File: src/rtl/core/mgof_pkg.sv
// Shared types and constants for the median-gated outlier filter.
package mgof_pkg;

    localparam int WINDOW_DEF = 10;
    localparam int SAMPLE_W   = 16;
    localparam int THR_W      = 15;
    localparam logic [THR_W-1:0] THR_RESET = 15'd2859;

    typedef struct packed {
        logic load;
        logic rank_step;
        logic commit;
    } mgof_cmd_t;

    typedef struct packed {
        logic full;
        logic out_free;
    } mgof_sts_t;

endpackage

File: src/rtl/core/mgof_ctrl.sv
// Sequencer: accepts a sample, steps the rank pass once the window is full, then commits the result.
module mgof_ctrl
    import mgof_pkg::*;
#(
    parameter int WINDOW = WINDOW_DEF
) (
    input  logic      aclk,
    input  logic      aresetn,
    input  logic      s_valid,
    output logic      s_ready,
    input  mgof_sts_t sts,
    output mgof_cmd_t cmd
);

    localparam int RW = $clog2(WINDOW);
    localparam logic [RW-1:0] RANK_LAST = RW'(WINDOW - 1);

    localparam logic [1:0] ST_IDLE   = 2'd0;
    localparam logic [1:0] ST_RANK   = 2'd1;
    localparam logic [1:0] ST_COMMIT = 2'd2;

    logic [1:0]    state_reg, state_next;
    logic [RW-1:0] rank_cnt_reg, rank_cnt_next;
    logic          accept;

    assign s_ready       = (state_reg == ST_IDLE);
    assign accept        = s_valid && s_ready;
    assign cmd.load      = accept;
    assign cmd.rank_step = (state_reg == ST_RANK);
    assign cmd.commit    = (state_reg == ST_COMMIT) && sts.out_free;

    always_comb begin
        state_next    = state_reg;
        rank_cnt_next = rank_cnt_reg;
        unique case (state_reg)
            ST_IDLE: begin
                rank_cnt_next = '0;
                if (accept) begin
                    // nothing to rank until the window is full
                    state_next = sts.full ? ST_RANK : ST_COMMIT;
                end
            end
            ST_RANK: begin
                rank_cnt_next = rank_cnt_reg + RW'(1);
                if (rank_cnt_reg == RANK_LAST) begin
                    state_next = ST_COMMIT;
                end
            end
            ST_COMMIT: begin
                if (sts.out_free) begin
                    state_next = ST_IDLE;
                end
            end
            default: begin
                state_next = ST_IDLE;
            end
        endcase
    end

    always_ff @(posedge aclk) begin
        if (!aresetn) begin
            state_reg    <= ST_IDLE;
            rank_cnt_reg <= '0;
        end else begin
            state_reg    <= state_next;
            rank_cnt_reg <= rank_cnt_next;
        end
    end

endmodule

File: src/rtl/core/mgof_dp.sv
// Datapath: sample window, rank-based median search, band gate, output register.
module mgof_dp
    import mgof_pkg::*;
#(
    parameter int WINDOW = WINDOW_DEF
) (
    input  logic                       aclk,
    input  logic                       aresetn,
    input  logic                       cfg_wr_en,
    input  logic [THR_W-1:0]           cfg_wr_data,
    input  logic signed [SAMPLE_W-1:0] s_sample,
    output logic                       m_valid,
    input  logic                       m_ready,
    output logic                       m_accepted,
    output logic signed [SAMPLE_W-1:0] m_held_value,
    input  mgof_cmd_t                  cmd,
    output mgof_sts_t                  sts
);

    localparam int CW = $clog2(WINDOW + 1);
    localparam logic [CW-1:0] MED_RANK = CW'(WINDOW / 2);
    localparam logic [CW-1:0] FULL_CNT = CW'(WINDOW);
    localparam int BW = SAMPLE_W + 2;

    logic signed [SAMPLE_W-1:0] window_reg  [WINDOW];
    logic signed [SAMPLE_W-1:0] scratch_reg [WINDOW];
    logic [CW-1:0]              fill_cnt_reg;
    logic signed [SAMPLE_W-1:0] last_good_reg;
    logic signed [SAMPLE_W-1:0] sample_reg;
    logic signed [SAMPLE_W-1:0] median_reg;
    logic [THR_W-1:0]           thr_reg;
    logic                       m_valid_reg;
    logic                       m_accepted_reg;
    logic signed [SAMPLE_W-1:0] m_held_reg;

    logic                       full;
    logic signed [SAMPLE_W-1:0] cand;
    logic [CW-1:0]              lt_cnt;
    logic [CW-1:0]              le_cnt;
    logic                       rank_hit;
    logic signed [BW-1:0]       band_lo;
    logic signed [BW-1:0]       band_hi;
    logic signed [BW-1:0]       samp_ext;
    logic                       in_band;

    assign full         = (fill_cnt_reg == FULL_CNT);
    assign sts.full     = full;
    assign sts.out_free = !m_valid_reg || m_ready;

    assign m_valid      = m_valid_reg;
    assign m_accepted   = m_accepted_reg;
    assign m_held_value = m_held_reg;

    // candidate rotates through scratch; counted against every window entry
    assign cand = scratch_reg[0];

    always_comb begin
        lt_cnt = '0;
        le_cnt = '0;
        for (int j = 0; j < WINDOW; j++) begin
            lt_cnt = lt_cnt + CW'(window_reg[j] <  cand);
            le_cnt = le_cnt + CW'(window_reg[j] <= cand);
        end
    end

    // candidate sits at sorted position MED_RANK when lt <= k < le
    assign rank_hit = (lt_cnt <= MED_RANK) && (MED_RANK < le_cnt);

    assign band_lo  = BW'(median_reg) - BW'({1'b0, thr_reg});
    assign band_hi  = BW'(median_reg) + BW'({1'b0, thr_reg});
    assign samp_ext = BW'(sample_reg);
    assign in_band  = (samp_ext > band_lo) && (samp_ext < band_hi);

    always_ff @(posedge aclk) begin
        if (!aresetn) begin
            thr_reg <= THR_RESET;
        end else if (cfg_wr_en) begin
            thr_reg <= cfg_wr_data;
        end
    end

    always_ff @(posedge aclk) begin
        if (cmd.load) begin
            sample_reg <= s_sample;
            for (int i = 0; i < WINDOW; i++) begin
                scratch_reg[i] <= window_reg[i];
            end
        end else if (cmd.rank_step) begin
            for (int i = 0; i < WINDOW - 1; i++) begin
                scratch_reg[i] <= scratch_reg[i+1];
            end
            scratch_reg[WINDOW-1] <= scratch_reg[0];
            if (rank_hit) begin
                median_reg <= cand;
            end
        end
    end

    // Shifting in during fill leaves the same window as slot-indexed writes
    // once the window is full.
    always_ff @(posedge aclk) begin
        if (!aresetn) begin
            for (int i = 0; i < WINDOW; i++) begin
                window_reg[i] <= '0;
            end
            fill_cnt_reg  <= '0;
            last_good_reg <= '0;
        end else if (cmd.commit) begin
            if (!full || in_band) begin
                for (int i = 0; i < WINDOW - 1; i++) begin
                    window_reg[i] <= window_reg[i+1];
                end
                last_good_reg <= sample_reg;
            end
            window_reg[WINDOW-1] <= sample_reg;
            if (!full) begin
                fill_cnt_reg <= fill_cnt_reg + CW'(1);
            end
        end
    end

    always_ff @(posedge aclk) begin
        if (!aresetn) begin
            m_valid_reg <= 1'b0;
        end else if (cmd.commit) begin
            m_valid_reg <= 1'b1;
        end else if (m_ready) begin
            m_valid_reg <= 1'b0;
        end
    end

    always_ff @(posedge aclk) begin
        if (cmd.commit) begin
            m_accepted_reg <= full && in_band;
            m_held_reg     <= (!full || in_band) ? sample_reg : last_good_reg;
        end
    end

endmodule

File: src/rtl/core/median_gated_outlier_filter.sv
// Top level of the median-gated outlier filter: controller plus datapath.
//
//   channel   direction  handshake               payload
//   s_        in         s_valid / s_ready       s_sample
//   m_        out        m_valid / m_ready       m_accepted, m_held_value
//   cfg_      in         cfg_wr_en (no wait)     cfg_wr_data (gate threshold)
//
// Once the window is full a transaction runs accept, one rank-count step per window
// entry, then commit; during fill it runs accept, then commit.
// The output register lets the next sample be accepted while a result waits;
// a commit stalls only while that register is still held by m_ready low.
// aresetn is synchronous; it clears the window, fill count, held value and
// restores the threshold to its default.
module median_gated_outlier_filter
    import mgof_pkg::*;
#(
    parameter int WINDOW = WINDOW_DEF
) (
    input  logic                       aclk,
    input  logic                       aresetn,
    input  logic                       cfg_wr_en,
    input  logic [THR_W-1:0]           cfg_wr_data,
    input  logic                       s_valid,
    output logic                       s_ready,
    input  logic signed [SAMPLE_W-1:0] s_sample,
    output logic                       m_valid,
    input  logic                       m_ready,
    output logic                       m_accepted,
    output logic signed [SAMPLE_W-1:0] m_held_value
);

    mgof_cmd_t cmd;
    mgof_sts_t sts;

    mgof_ctrl #(
        .WINDOW (WINDOW)
    ) u_ctrl (
        .aclk    (aclk),
        .aresetn (aresetn),
        .s_valid (s_valid),
        .s_ready (s_ready),
        .sts     (sts),
        .cmd     (cmd)
    );

    mgof_dp #(
        .WINDOW (WINDOW)
    ) u_dp (
        .aclk         (aclk),
        .aresetn      (aresetn),
        .cfg_wr_en    (cfg_wr_en),
        .cfg_wr_data  (cfg_wr_data),
        .s_sample     (s_sample),
        .m_valid      (m_valid),
        .m_ready      (m_ready),
        .m_accepted   (m_accepted),
        .m_held_value (m_held_value),
        .cmd          (cmd),
        .sts          (sts)
    );

endmodule

File: config.mk
export PLATFORM = sky130hd
export DESIGN_NAME = median_gated_outlier_filter
export DESIGN_NICKNAME = d
export VERILOG_FILES = /design/src/rtl/core/mgof_pkg.sv /design/src/rtl/core/mgof_ctrl.sv /design/src/rtl/core/mgof_dp.sv /design/src/rtl/core/median_gated_outlier_filter.sv
export SDC_FILE = /design/constraint.sdc
export NUM_CORES = 1
export LEC_CHECK = 0
export BUFFER_PORTS_ARGS = -buffer_cell sky130_fd_sc_hd__buf_2
export CAP_MARGIN = 10
export CORE_MARGIN = 2
export CORE_UTILIZATION = 50
export CTS_BUF_LIST = sky130_fd_sc_hd__clkbuf_8
export DETAILED_ROUTE_END_ITERATION = 10
export PLACE_DENSITY = 0.62
export SETUP_SLACK_MARGIN = 0.4
export SKIP_CTS_REPAIR_TIMING = 1
export SYNTH_ARGS = -nofsm -noshare
export SYNTH_HDL_FRONTEND = slang
export SYNTH_SLANG_ARGS = --single-unit
File: constraint.sdc
create_clock -name aclk -period 23.2 [get_ports aclk]
set_input_delay 2.32 -clock aclk [delete_from_list [all_inputs] [get_ports aclk]]
set_output_delay 2.32 -clock aclk [all_outputs]
set_load 0.03 [all_outputs]
==> results by group, run 1 <==
Outcome
  • Outcome: finished clean

Die
  • Initial core utilization: around half
  • Core box area: around 44000 um^2
  • Die W: between 200 and 250 um
  • # IOs: 55
  • # rows: 77
  • Die height: 216 um
  • DIE AREA: around 47000 um^2

Synth
  • Synthesized area: approximately 22000 um^2
  • Post-synth ARST share: 0%
  • Syn_area_per_cell: roughly 11 um^2
  • Distinct cell type count after synthesis: 72
  • Post-synth EDFFs: approximately 370
  • Mapped Nets: about 2300
  • Synth Warn #: 0
  • Synth Register Bits: 411
  • Syn Inst Count: slightly above 2000
  • Register area share after synthesis: 53.0%
  • Ys flop type: edfxtp_1

Job
  • Maxcap violations: 0

CTS
  • Reg clk slew, reported paths: 70 ps
  • Num CTS Buffers: 73
  • Clk buf depth: 3
  • CTS tree: yes
  • Sink Count: roughly 400
  • Root Buffer: clkbuf_8
  • Clock Latency Late Sink: roughly 660 ps
  • H-tree levels: 3

Layout
  • Area grow syn2layout: 8.68%
  • Final nets: about 2400
  • Post-route cell area: approximately 24000 um^2
  • Commonest non-fill, non-tap cell in the layout: nand2_1
  • Layout cell share with drive strength beyond 1: under 10%
  • Layout fillers: ~3900
  • Finished Layout Cells: approximately 2700
  • Commonest non-fill, non-tap cells in the layout: 508 x nand2_1, 369 x edfxtp_1, 238 x ha_1
  • # diodes: 0
  • Util after Layout: a little under three fifths

Worst setup path
  • Worst stage delay on the critical path: around 690 ps
  • Worst-path fanout max: 16
  • CP delay by family, top: adder cells
  • Critical path startpoint category: flop
  • Worst path slowest cell: nand2_1
  • Critical-path cell list: inv_1 > ha_1 > a21o_1 > a21o_1 > a21oi_1 > nor2_1 > a211oi_1 > o21ai_0 > a31oi_1 > a31o_2 > fa_1 > fa_1 > inv_1 > fa_1 > inv_1 > ha_1 > a21o_1 > fa_1 > nand2_1 > a311o_1 > a31oi_1 > o21ai_0 > a211o_1 > nand2_1
  • Most Frequent Cell on Critical Path: fa_1
  • CP bufs+invs: 3
  • Arrival time worst endpoint: 7520 ps
  • Crit. End Element: flop
  • WS Path Type: flop to flop
  • Worst Path Required: ~23000 ps

Routing
  • Drt total wl: 57600 um
  • Via density: 5.59
  • Remaining antenna violation count: 0
  • Routed len/inst: 21.0 um
  • Drt first pass iters: 5
  • Drt initial violations: about 1300
  • Vias: approximately 15000
  • DRC viols: 0

STA
  • Peak Freq: ~140 MHz
  • Post-route minimum period: 7270 ps
  • RSZ-0062 raised after global routing: no
  • Slew Limit Fails: 0
  • Final worst path period share: between 30% and 40%
  • Slew @ Worst Pin: approximately 1000 ps
  • Final Setup Violations: 0
  • Clock skew: between 40 and 50 ps
  • Final Hold Viols: 0
  • Slew headroom: between 30% and 40%
  • Setup TNS: 0 ps

Global route
  • Total grt overflow: 0
  • Vias in the first global route: about 15000
  • First-pass GRT wire length: approximately 90000 um
  • Initial antenna violation count: 2
  • Largest net degree at the start of global routing: 86
  • Global Route Usage Sum: between 20% and 30%

Placement
  • Dpl cell area: roughly 23000 um^2
  • RD Place Congestion: between 0.9 and 1
  • PortBufs: between 50 and 60
  • Post-DP HPWL: between 30000 and 40000 um
  • Dpl cells: between 2000 and 3000

Power
  • Total Power: roughly 1800 uW
  • VDD IR max: approximately 0.053 mV
  • PD cells: around 74 nW/um^2
  • Leak: about 0.011 uW

Hold path
  • Hold Crit Class: flop to flop
[worst register-to-register path, delay by kind of cell (launching register included)]
family,cells,cell delay (ps)
buffers and inverters,3,420
AO/OA/AOI/OAI,12,2570
flip-flops,1,380
AND/OR/NAND/NOR,3,830
adder cells (fa/ha/maj),6,2640
[layer usage]
metal | vias to the layer above | global-route usage [%] | routed length (um)
met5 | - | 0 | 14
met4 | 2 | 9.16 | 1570
met3 | 78 | 4.75 | 3270
met2 | 390 | 39.4 | 26300
met1 | 7458 | 35.2 | 26500
li1 | 7432 | - | -
[Yosys cell counts, types with 7 or more instances]
cell type	count	area share, %
a31oi_1	7	0.19
edfxtp_1	369	49
o31ai_1	8	0.27
a21o_1	30	1.0
dfxtp_1	42	3.7
nand2b_1	14	0.39
xnor2_1	27	1.1
nor2_1	66	1.1
nand4_1	31	0.86
clkbuf_1	66	1.1
a31o_2	7	0.27
a31o_1	12	0.47
nor3_1	13	0.29
o21bai_1	7	0.23
o21a_1	25	0.84
mux2_2	19	0.95
a21oi_1	65	1.4
fa_1	13	1.2
and3_1	161	4.5
nand3_1	15	0.33
nor2b_1	35	0.97
and2_1	10	0.28
inv_1	82	1.4
o211ai_1	7	0.23
buf_8	10	0.67
nand2_1	508	8.5
o21ai_0	63	1.4
ha_1	238	13
mux2i_1	10	0.45
[stage by stage]
step,setup slack (ps),hold slack (ps)
3_3_place_gp,16120,431
2_1_floorplan,15470,426
3_5_place_dp,16080,432
5_1_grt,15610,457
6_report,15930,439
4_1_cts,16030,449
[logic make-up after synthesis]
| logic type | share of synthesized area (%) |
|---|---|
| and+or+nand+nor | 18.3 |
| DFF | 53.0 |
| AOI/OAI and AO/OA | 7.98 |
| adders and majority gates | 14.4 |
| buffers and inverters | 3.65 |
| xor gates and xnor gates | 1.21 |
| muxes | 1.40 |
[power breakdown]
part | internal (uW) | switching (uW)
logic | 118 | 179
clock network | 315 | 306
registers | 861 | 35.3
total | 1290 | 520
[path summary, 6_finish.rpt]
| path | cells after the start | slack [ps] | startpoint | to |
|---|---|---|---|---|
| setup / recovery | 24 | 15930 | u_dp.scratch_reg[0][9] | u_dp.median_reg[1] |
| setup reg to reg | 24 | 15930 | u_dp.scratch_reg[0][9] | u_dp.median_reg[1] |
| hold / removal | 0 | 440 | u_dp.scratch_reg[0][2] | u_dp.median_reg[2] |
| hold reg to reg | 0 | 440 | u_dp.scratch_reg[0][2] | u_dp.median_reg[2] |
[layout make-up]
class / count / area, um^2 / share of cell area [%]
clock buffers: 76 / 1050 / 4.28
clock inverters: 50 / 256 / 1.05
inverters: 82 / 308 / 1.26
multi-input cells: 1465 / 9760 / 40.0
flip-flops and latches: 411 / 11900 / 48.8
well taps: 592 / 741 / 3.03
repair buffers: 70 / 390 / 1.60
Note: power is estimated with default switching activity, not from simulation.
==> inputs of run 2 (changes only) <==
==> constraint.sdc (replaced) <==
create_clock -name aclk -period 7.15 [get_ports aclk]
set_input_delay 0.715 -clock aclk [delete_from_list [all_inputs] [get_ports aclk]]
set_output_delay 0.715 -clock aclk [all_outputs]
set_load 0.03 [all_outputs]
==> results by group, run 2 (synthesis results as in run 1) <==
Layout
  • Finished Layout Cells: 2767 (was 2746)
  • Commonest non-fill, non-tap cell in the layout: nand2_1 (unchanged)
  • Area grow syn2layout: 9.64% (was 8.68%)
  • Commonest non-fill, non-tap cells in the layout: 508 x nand2_1, 369 x edfxtp_1, 238 x ha_1 (unchanged)
  • Final nets: 2405 (was 2390)
  • Layout fillers: 3842 (was 3884)
  • Layout cell share with drive strength beyond 1: 10.8% (was 9.75%)
  • # diodes: 0 (unchanged)

CTS
  • Num CTS Buffers: 72 (was 73)
  • Clock Latency Late Sink: 670 ps (was 660 ps)
  • Clk buf depth: 3 (unchanged)
  • Root Buffer: clkbuf_8 (unchanged)
  • CTS tree: yes (unchanged)
  • Reg clk slew, reported paths: 60 ps (was 70 ps)
  • H-tree levels: 3 (unchanged)
  • Sink Count: 411 (unchanged)

STA
  • Slew Limit Fails: 0 (unchanged)
  • RSZ-0062 raised after global routing: no (unchanged)
  • Slew headroom: 34.4% (was 30.3%)
  • Final worst path period share: 89.5% (was 31.3%)
  • Clock skew: 29.4 ps (was 41.9 ps)
  • Final Hold Viols: 0 (unchanged)
  • Worst Setup Slack, final: 751 ps (was 15930 ps)
  • Final Setup Violations: 0 (unchanged)
  • Setup TNS: 0 ps (unchanged)
  • Slew @ Worst Pin: 984 ps (was 1050 ps)
  • WHS: 215 ps (was 439 ps)
  • Peak Freq: 156 MHz (was 138 MHz)
  • Post-route minimum period: 6400 ps (was 7270 ps)

Power
  • VDD IR max: 0.145 mV (was 0.0534 mV)
  • Switch share: 28.7% (about the same)
  • Clock power frac: 34.1% (was 34.2%)
  • PD cells: 239 nW/um^2 (was 74.3 nW/um^2)
  • Leak: 0.0111 uW (was 0.0110 uW)
  • Logic gate share of total power: 16.7% (was 16.4%)
  • Total Power: 5900 uW (was 1810 uW)
  • Flop pwr share: 49.3% (was 49.4%)
  • Pint: 4210 uW (was 1290 uW)
  • Switching power: 1690 uW (was 520 uW)

Worst setup path
  • Crit. End Element: flop (unchanged)
  • WS Path Type: flop to flop (unchanged)
  • CP bufs+invs: 5 (was 3)
  • Critical path launch point: u_dp.scratch_reg[0][15] (was u_dp.scratch_reg[0][9])
  • Critical-path cell list: inv_1 > buf_4 > ha_1 > or4b_2 > a211oi_1 > o21ai_0 > a31oi_2 > a31o_2 > fa_1 > fa_1 > inv_1 > fa_1 > inv_1 > ha_1 > a21o_1 > fa_1 > nand2_1 > a311o_1 > a31oi_1 > o21ai_0 > a211o_1 > nand2_1 > buf_8 (was inv_1 > ha_1 > a21o_1 > a21o_1 > a21oi_1 > nor2_1 > a211oi_1 > o21ai_0 > a31oi_1 > a31o_2 > fa_1 > fa_1 > inv_1 > fa_1 > inv_1 > ha_1 > a21o_1 > fa_1 > nand2_1 > a311o_1 > a31oi_1 > o21ai_0 > a211o_1 > nand2_1)
  • Worst reg2reg startpoint: u_dp.scratch_reg[0][15] (was u_dp.scratch_reg[0][9])
  • Arrival time worst endpoint: 6740 ps (was 7520 ps)
  • Worst stage delay on the critical path: 590 ps (was 690 ps)
  • Worst Path Required: 7490 ps (was 23450 ps)
  • Critical path startpoint category: flop (unchanged)
  • Worst-path fanout max: 16 (unchanged)
  • Most Frequent Cell on Critical Path: fa_1 (unchanged)
  • Worst path slowest cell: or4b_2 (was nand2_1)
  • CP delay by family, top: adder cells (unchanged)

Routing
  • Drt initial violations: 1237 (was 1270)
  • Vias: 15500 (was 15400)
  • DRC viols: 0 (unchanged)
  • Via density: 5.60 (was 5.59)
  • Drt first pass iters: 5 (unchanged)
  • Routed len/inst: 21.0 um (about the same)
  • Drt total wl: 58000 um (was 57600 um)
  • Remaining antenna violation count: 0 (unchanged)

Die
  • Die W: 216 um (unchanged)
  • Initial core utilization: 50.7% (unchanged)
  • DIE AREA: 46700 um^2 (unchanged)
  • # rows: 77 (unchanged)
  • # IOs: 55 (unchanged)
  • Die height: 216 um (unchanged)
  • Core box area: 44300 um^2 (unchanged)

Global route
  • Global Route Usage Sum: 25.2% (about the same)
  • Vias in the first global route: 15200 (was 15400)
  • Largest net degree at the start of global routing: 161 (was 86)
  • First-pass GRT wire length: 89200 um (was 89700 um)
  • Total grt overflow: 0 (unchanged)
  • Initial antenna violation count: 1 (was 2)

Placement
  • PortBufs: 54 (unchanged)
  • Dpl cells: 2631 (was 2620)
  • Worst slack, placed: 598 ps (was 16080 ps)
  • RD Place Congestion: 0.904 (was 0.956)
  • Post-DP HPWL: 40400 um (was 39800 um)

Job
  • Maxcap violations: 0 (unchanged)

Hold path
  • Hold Startpoint: s_sample[2] (was u_dp.scratch_reg[0][2])
  • Hold Crit Class: input pin to flop (was flop to flop)

Outcome
  • Outcome: finished clean (unchanged)
==> run 2: changes by cell type in the layout (fill, tap and decap cells not counted), sizes merged <==
cell | before | now
inv | 106 | 102
clkbuf | 76 | 75
buf | 70 | 86
clkinvlp | 7 | 5
clkinv | 18 | 30
==> run 2: final timing paths <==
check | to | cells past startpoint | slack, ps
min | u_dp.sample_reg[2] | 1 | 220
max reg2reg | u_dp.median_reg[8] | 23 | 750
max | u_dp.median_reg[8] | 23 | 750
min reg2reg | u_dp.median_reg[3] | 0 | 450
==> run 2: power groups by stage <==
stage               sequential (uW)  combinational [uW]  clock (uW)
detailed placement             2950                 966           0
floorplan                      2910                 689           0
CTS                            2910                 977        2060
finish                         2910                 983        2010
global placement               2950                 960           0
global route                   2920                1130        2160
==> run 2: per-stage QoR <==
stage	area [um^2]	util, %
final	24600	55.6
after global routing	24600	55.6
after CTS	24600	55.4
after detailed placement	23300	52.5
after global placement	23300	52.5
after floorplan	22500	-
==> run 2: final cells by class <==
class	instances	area, um^2	share of cell area, %
well taps	592	741	3.01
inverters	82	312	1.26
multi-input cells	1465	9780	39.7
clock inverters	56	282	1.14
repair buffers	86	568	2.31
flip-flops and latches	411	11900	48.4
clock buffers	75	1030	4.19
==> run 2: worst register-to-register path, cell delays in order, from the launching register on <==
cell and delay [ps]:
edfxtp_1 340, inv_1 40, buf_4 180, ha_1 350, or4b_2 590, a211oi_1 190
o21ai_0 130, a31oi_2 220, a31o_2 160, fa_1 460, fa_1 570, inv_1 60
fa_1 540, inv_1 50, ha_1 290, a21o_1 170, fa_1 500, nand2_1 60
a311o_1 340, a31oi_1 120, o21ai_0 120, a211o_1 280, nand2_1 90, buf_8 220
==> run 2: per-layer routing <==
metal  global-route usage (%)  up-vias  wire (um)
met4                     11.0        0       2290
li1                         -     7487          -
met5                        0        -          0
met1                     36.0     7549      27400
met3                     4.83      110       2770
met2                     37.4      344      25500
==> inputs of run 3 (changes only) <==
--- a/config.mk
+++ b/config.mk
@@ -11,6 +11,7 @@
 export CORE_UTILIZATION = 50
 export CTS_BUF_LIST = sky130_fd_sc_hd__clkbuf_8
 export DETAILED_ROUTE_END_ITERATION = 10
+export MAX_ROUTING_LAYER = met4
 export PLACE_DENSITY = 0.62
 export SETUP_SLACK_MARGIN = 0.4
 export SKIP_CTS_REPAIR_TIMING = 1
==> results by group, run 3 (synthesis results as in run 1) <==
Placement
  • Dpl cells: 2634 (was 2631)
  • RD Place Congestion: 0.915 (was 0.904)
  • Worst slack, placed: 635 ps (was 598 ps)
  • Post-DP HPWL: 40600 um (was 40400 um)
  • PortBufs: 54 (unchanged)

Global route
  • Total grt overflow: 0 (unchanged)
  • Global Route Usage Sum: 26.3% (was 25.2%)
  • Vias in the first global route: 15300 (was 15200)
  • First-pass GRT wire length: 90000 um (was 89200 um)
  • Largest net degree at the start of global routing: 100 (was 161)
  • Initial antenna violation count: 1 (unchanged)

Routing
  • Drt first pass iters: 5 (unchanged)
  • Drt total wl: 58600 um (was 58000 um)
  • Via density: 5.60 (about the same)
  • Remaining antenna violation count: 0 (unchanged)
  • DRC viols: 0 (unchanged)
  • Routed len/inst: 21.2 um (was 21.0 um)
  • Drt initial violations: 1192 (was 1237)
  • Vias: 15500 (about the same)

STA
  • Slew @ Worst Pin: 1070 ps (was 984 ps)
  • Final Setup Violations: 0 (unchanged)
  • Setup TNS: 0 ps (unchanged)
  • Peak Freq: 155 MHz (was 156 MHz)
  • Slew Limit Fails: 0 (unchanged)
  • Post-route minimum period: 6430 ps (was 6400 ps)
  • RSZ-0062 raised after global routing: no (unchanged)
  • Final worst path period share: 89.9% (was 89.5%)
  • Worst Setup Slack, final: 719 ps (was 751 ps)
  • Final Hold Viols: 0 (unchanged)
  • Clock skew: 25.6 ps (was 29.4 ps)
  • Slew headroom: 26.8% (was 34.4%)

Layout
  • Commonest non-fill, non-tap cell in the layout: nand2_1 (unchanged)
  • FF/Latch Area: 11900 um^2 (unchanged)
  • Commonest non-fill, non-tap cells in the layout: 508 x nand2_1, 369 x edfxtp_1, 238 x ha_1 (unchanged)
  • Layout cell share with drive strength beyond 1: 10.8% (about the same)
  • Area of the multi-input gates: 9770 um^2 (was 9780 um^2)
  • Area grow syn2layout: 10.1% (was 9.64%)
  • Layout fillers: 3855 (was 3842)
  • # diodes: 0 (unchanged)
  • Final nets: 2408 (was 2405)
  • Finished Layout Cells: 2770 (was 2767)

CTS
  • CTS tree: yes (unchanged)
  • Root Buffer: clkbuf_8 (unchanged)
  • Clk buf depth: 3 (unchanged)
  • Reg clk slew, reported paths: 60 ps (about the same)
  • H-tree levels: 3 (unchanged)
  • Num CTS Buffers: 74 (was 72)
  • Clock Latency Late Sink: 650 ps (was 670 ps)
  • Sink Count: 411 (unchanged)

Hold path
  • Worst Hold Path EP: u_dp.sample_reg[2] (unchanged)
  • Hold Startpoint: s_sample[2] (unchanged)
  • Hold path cells: 1 (unchanged)
  • Hold Crit Class: input pin to flop (unchanged)

Outcome
  • Outcome: finished clean (unchanged)

Die
  • DIE AREA: 46700 um^2 (unchanged)
  • Initial core utilization: 50.7% (unchanged)
  • # IOs: 55 (unchanged)
  • Die W: 216 um (unchanged)
  • Core box area: 44300 um^2 (unchanged)
  • # rows: 77 (unchanged)
  • Die height: 216 um (unchanged)

Power
  • PD cells: 244 nW/um^2 (was 239 nW/um^2)
  • Leak: 0.0112 uW (was 0.0111 uW)
  • VDD IR max: 0.159 mV (was 0.145 mV)
  • Logic gate share of total power: 16.4% (was 16.7%)
  • Clock power frac: 35.5% (was 34.1%)
  • Total Power: 6040 uW (was 5900 uW)
  • Switching power: 1690 uW (about the same)
  • Flop pwr share: 48.1% (was 49.3%)
  • Switch share: 28.0% (was 28.7%)
  • Pint: 4350 uW (was 4210 uW)

Worst setup path
  • Worst path slowest cell: fa_1 (was or4b_2)
  • CP delay by family, top: adder cells (unchanged)
  • Worst reg2reg startpoint: u_dp.scratch_reg[0][8] (was u_dp.scratch_reg[0][15])
  • Worst-path fanout max: 16 (unchanged)
  • WS Path Type: flop to flop (unchanged)
  • Crit. End Element: flop (unchanged)
  • Reg2reg setup slack: 720 ps (was 750 ps)
  • Worst stage delay on the critical path: 570 ps (was 590 ps)
  • Arrival time worst endpoint: 6760 ps (was 6740 ps)
  • Critical path startpoint category: flop (unchanged)
  • R2R depth: 25 (was 23)
  • CP bufs+invs: 4 (was 5)
  • Worst Path Required: 7480 ps (was 7490 ps)
  • RR Endpoint: u_dp.median_reg[12] (was u_dp.median_reg[8])
  • Most Frequent Cell on Critical Path: fa_1 (unchanged)

Job
  • Maxcap violations: 0 (unchanged)
run 3: changes by cell type in the layout (fill, tap and decap cells not counted), sizes merged:
| cell | delta |
|---|---|
| inv | -2 |
| clkinvlp | -2 |
| bufinv | +2 |
| buf | +1 |
| clkbuf | +7 |
| clkinv | -3 |
run 3: final cells by class:
cell class / count / share of cell area [%]
multi-input combinational: 1465 / 39.5
clock inverter: 51 / 1.17
inverter: 82 / 1.26
timing repair buffer: 87 / 2.33
clock buffer: 82 / 4.56
sequential: 411 / 48.2
tap: 592 / 2.99
run 3: worst reg2reg max path, stage by stage (launching register included):
cell,delay [ps]
edfxtp_1,390
clkinvlp_4,190
ha_1,220
a21o_1,150
a21o_1,170
a21oi_1,230
nor2_1,60
a211oi_1,270
o21ai_0,140
a31oi_2,210
a31o_2,160
fa_1,440
fa_1,570
inv_1,70
fa_1,540
inv_1,50
ha_1,300
a21o_1,170
fa_1,500
nand2_1,60
a311o_1,360
a31oi_1,130
o21ai_0,130
a211o_1,280
nand2_1,90
buf_8,210
run 3: stage by stage:
stage	instance area, um^2	hold WS [ps]	util (%)
floorplan	22500	426	-
global placement	23300	430	52.5
detailed placement	23300	437	52.5
CTS	24700	192	55.7
global route	24700	200	55.8
finish	24700	249	55.8
run 3: power by group through the flow:
stage | sequential [uW] | combinational, uW | clock [uW]
2_1_floorplan | 2910 | 689 | 0
3_3_place_gp | 2950 | 975 | 0
3_5_place_dp | 2950 | 979 | 0
4_1_cts | 2910 | 990 | 2200
5_1_grt | 2920 | 1130 | 2310
6_report | 2910 | 989 | 2150
run 3: per-layer routing:
| layer | global-route usage (%) | up-vias | wire length (um) |
|---|---|---|---|
| li1 | - | 7485 | - |
| met1 | 36.6 | 7564 | 27600 |
| met2 | 39.1 | 370 | 26500 |
| met3 | 4.57 | 102 | 2790 |
| met4 | 8.52 | 0 | 1720 |
| met5 | - | - | 0 |
run 3: worst max-delay path by stage:
stage | from | endpoint | slack (ps) | cells after the start
finish | u_dp.scratch_reg[0][8] | u_dp.median_reg[12] | 720 | 25
global route | u_dp.scratch_reg[0][8] | u_dp.median_reg[15] | 400 | 25
CTS | u_dp.scratch_reg[0][8] | u_dp.median_reg[15] | 560 | 25
detailed placement | u_dp.scratch_reg[0][8] | u_dp.median_reg[10] | 640 | 25
global placement | u_dp.scratch_reg[0][1] | u_dp.median_reg[12] | 660 | 25
floorplan | u_dp.scratch_reg[0][9] | u_dp.median_reg[0] | 1000 | 24
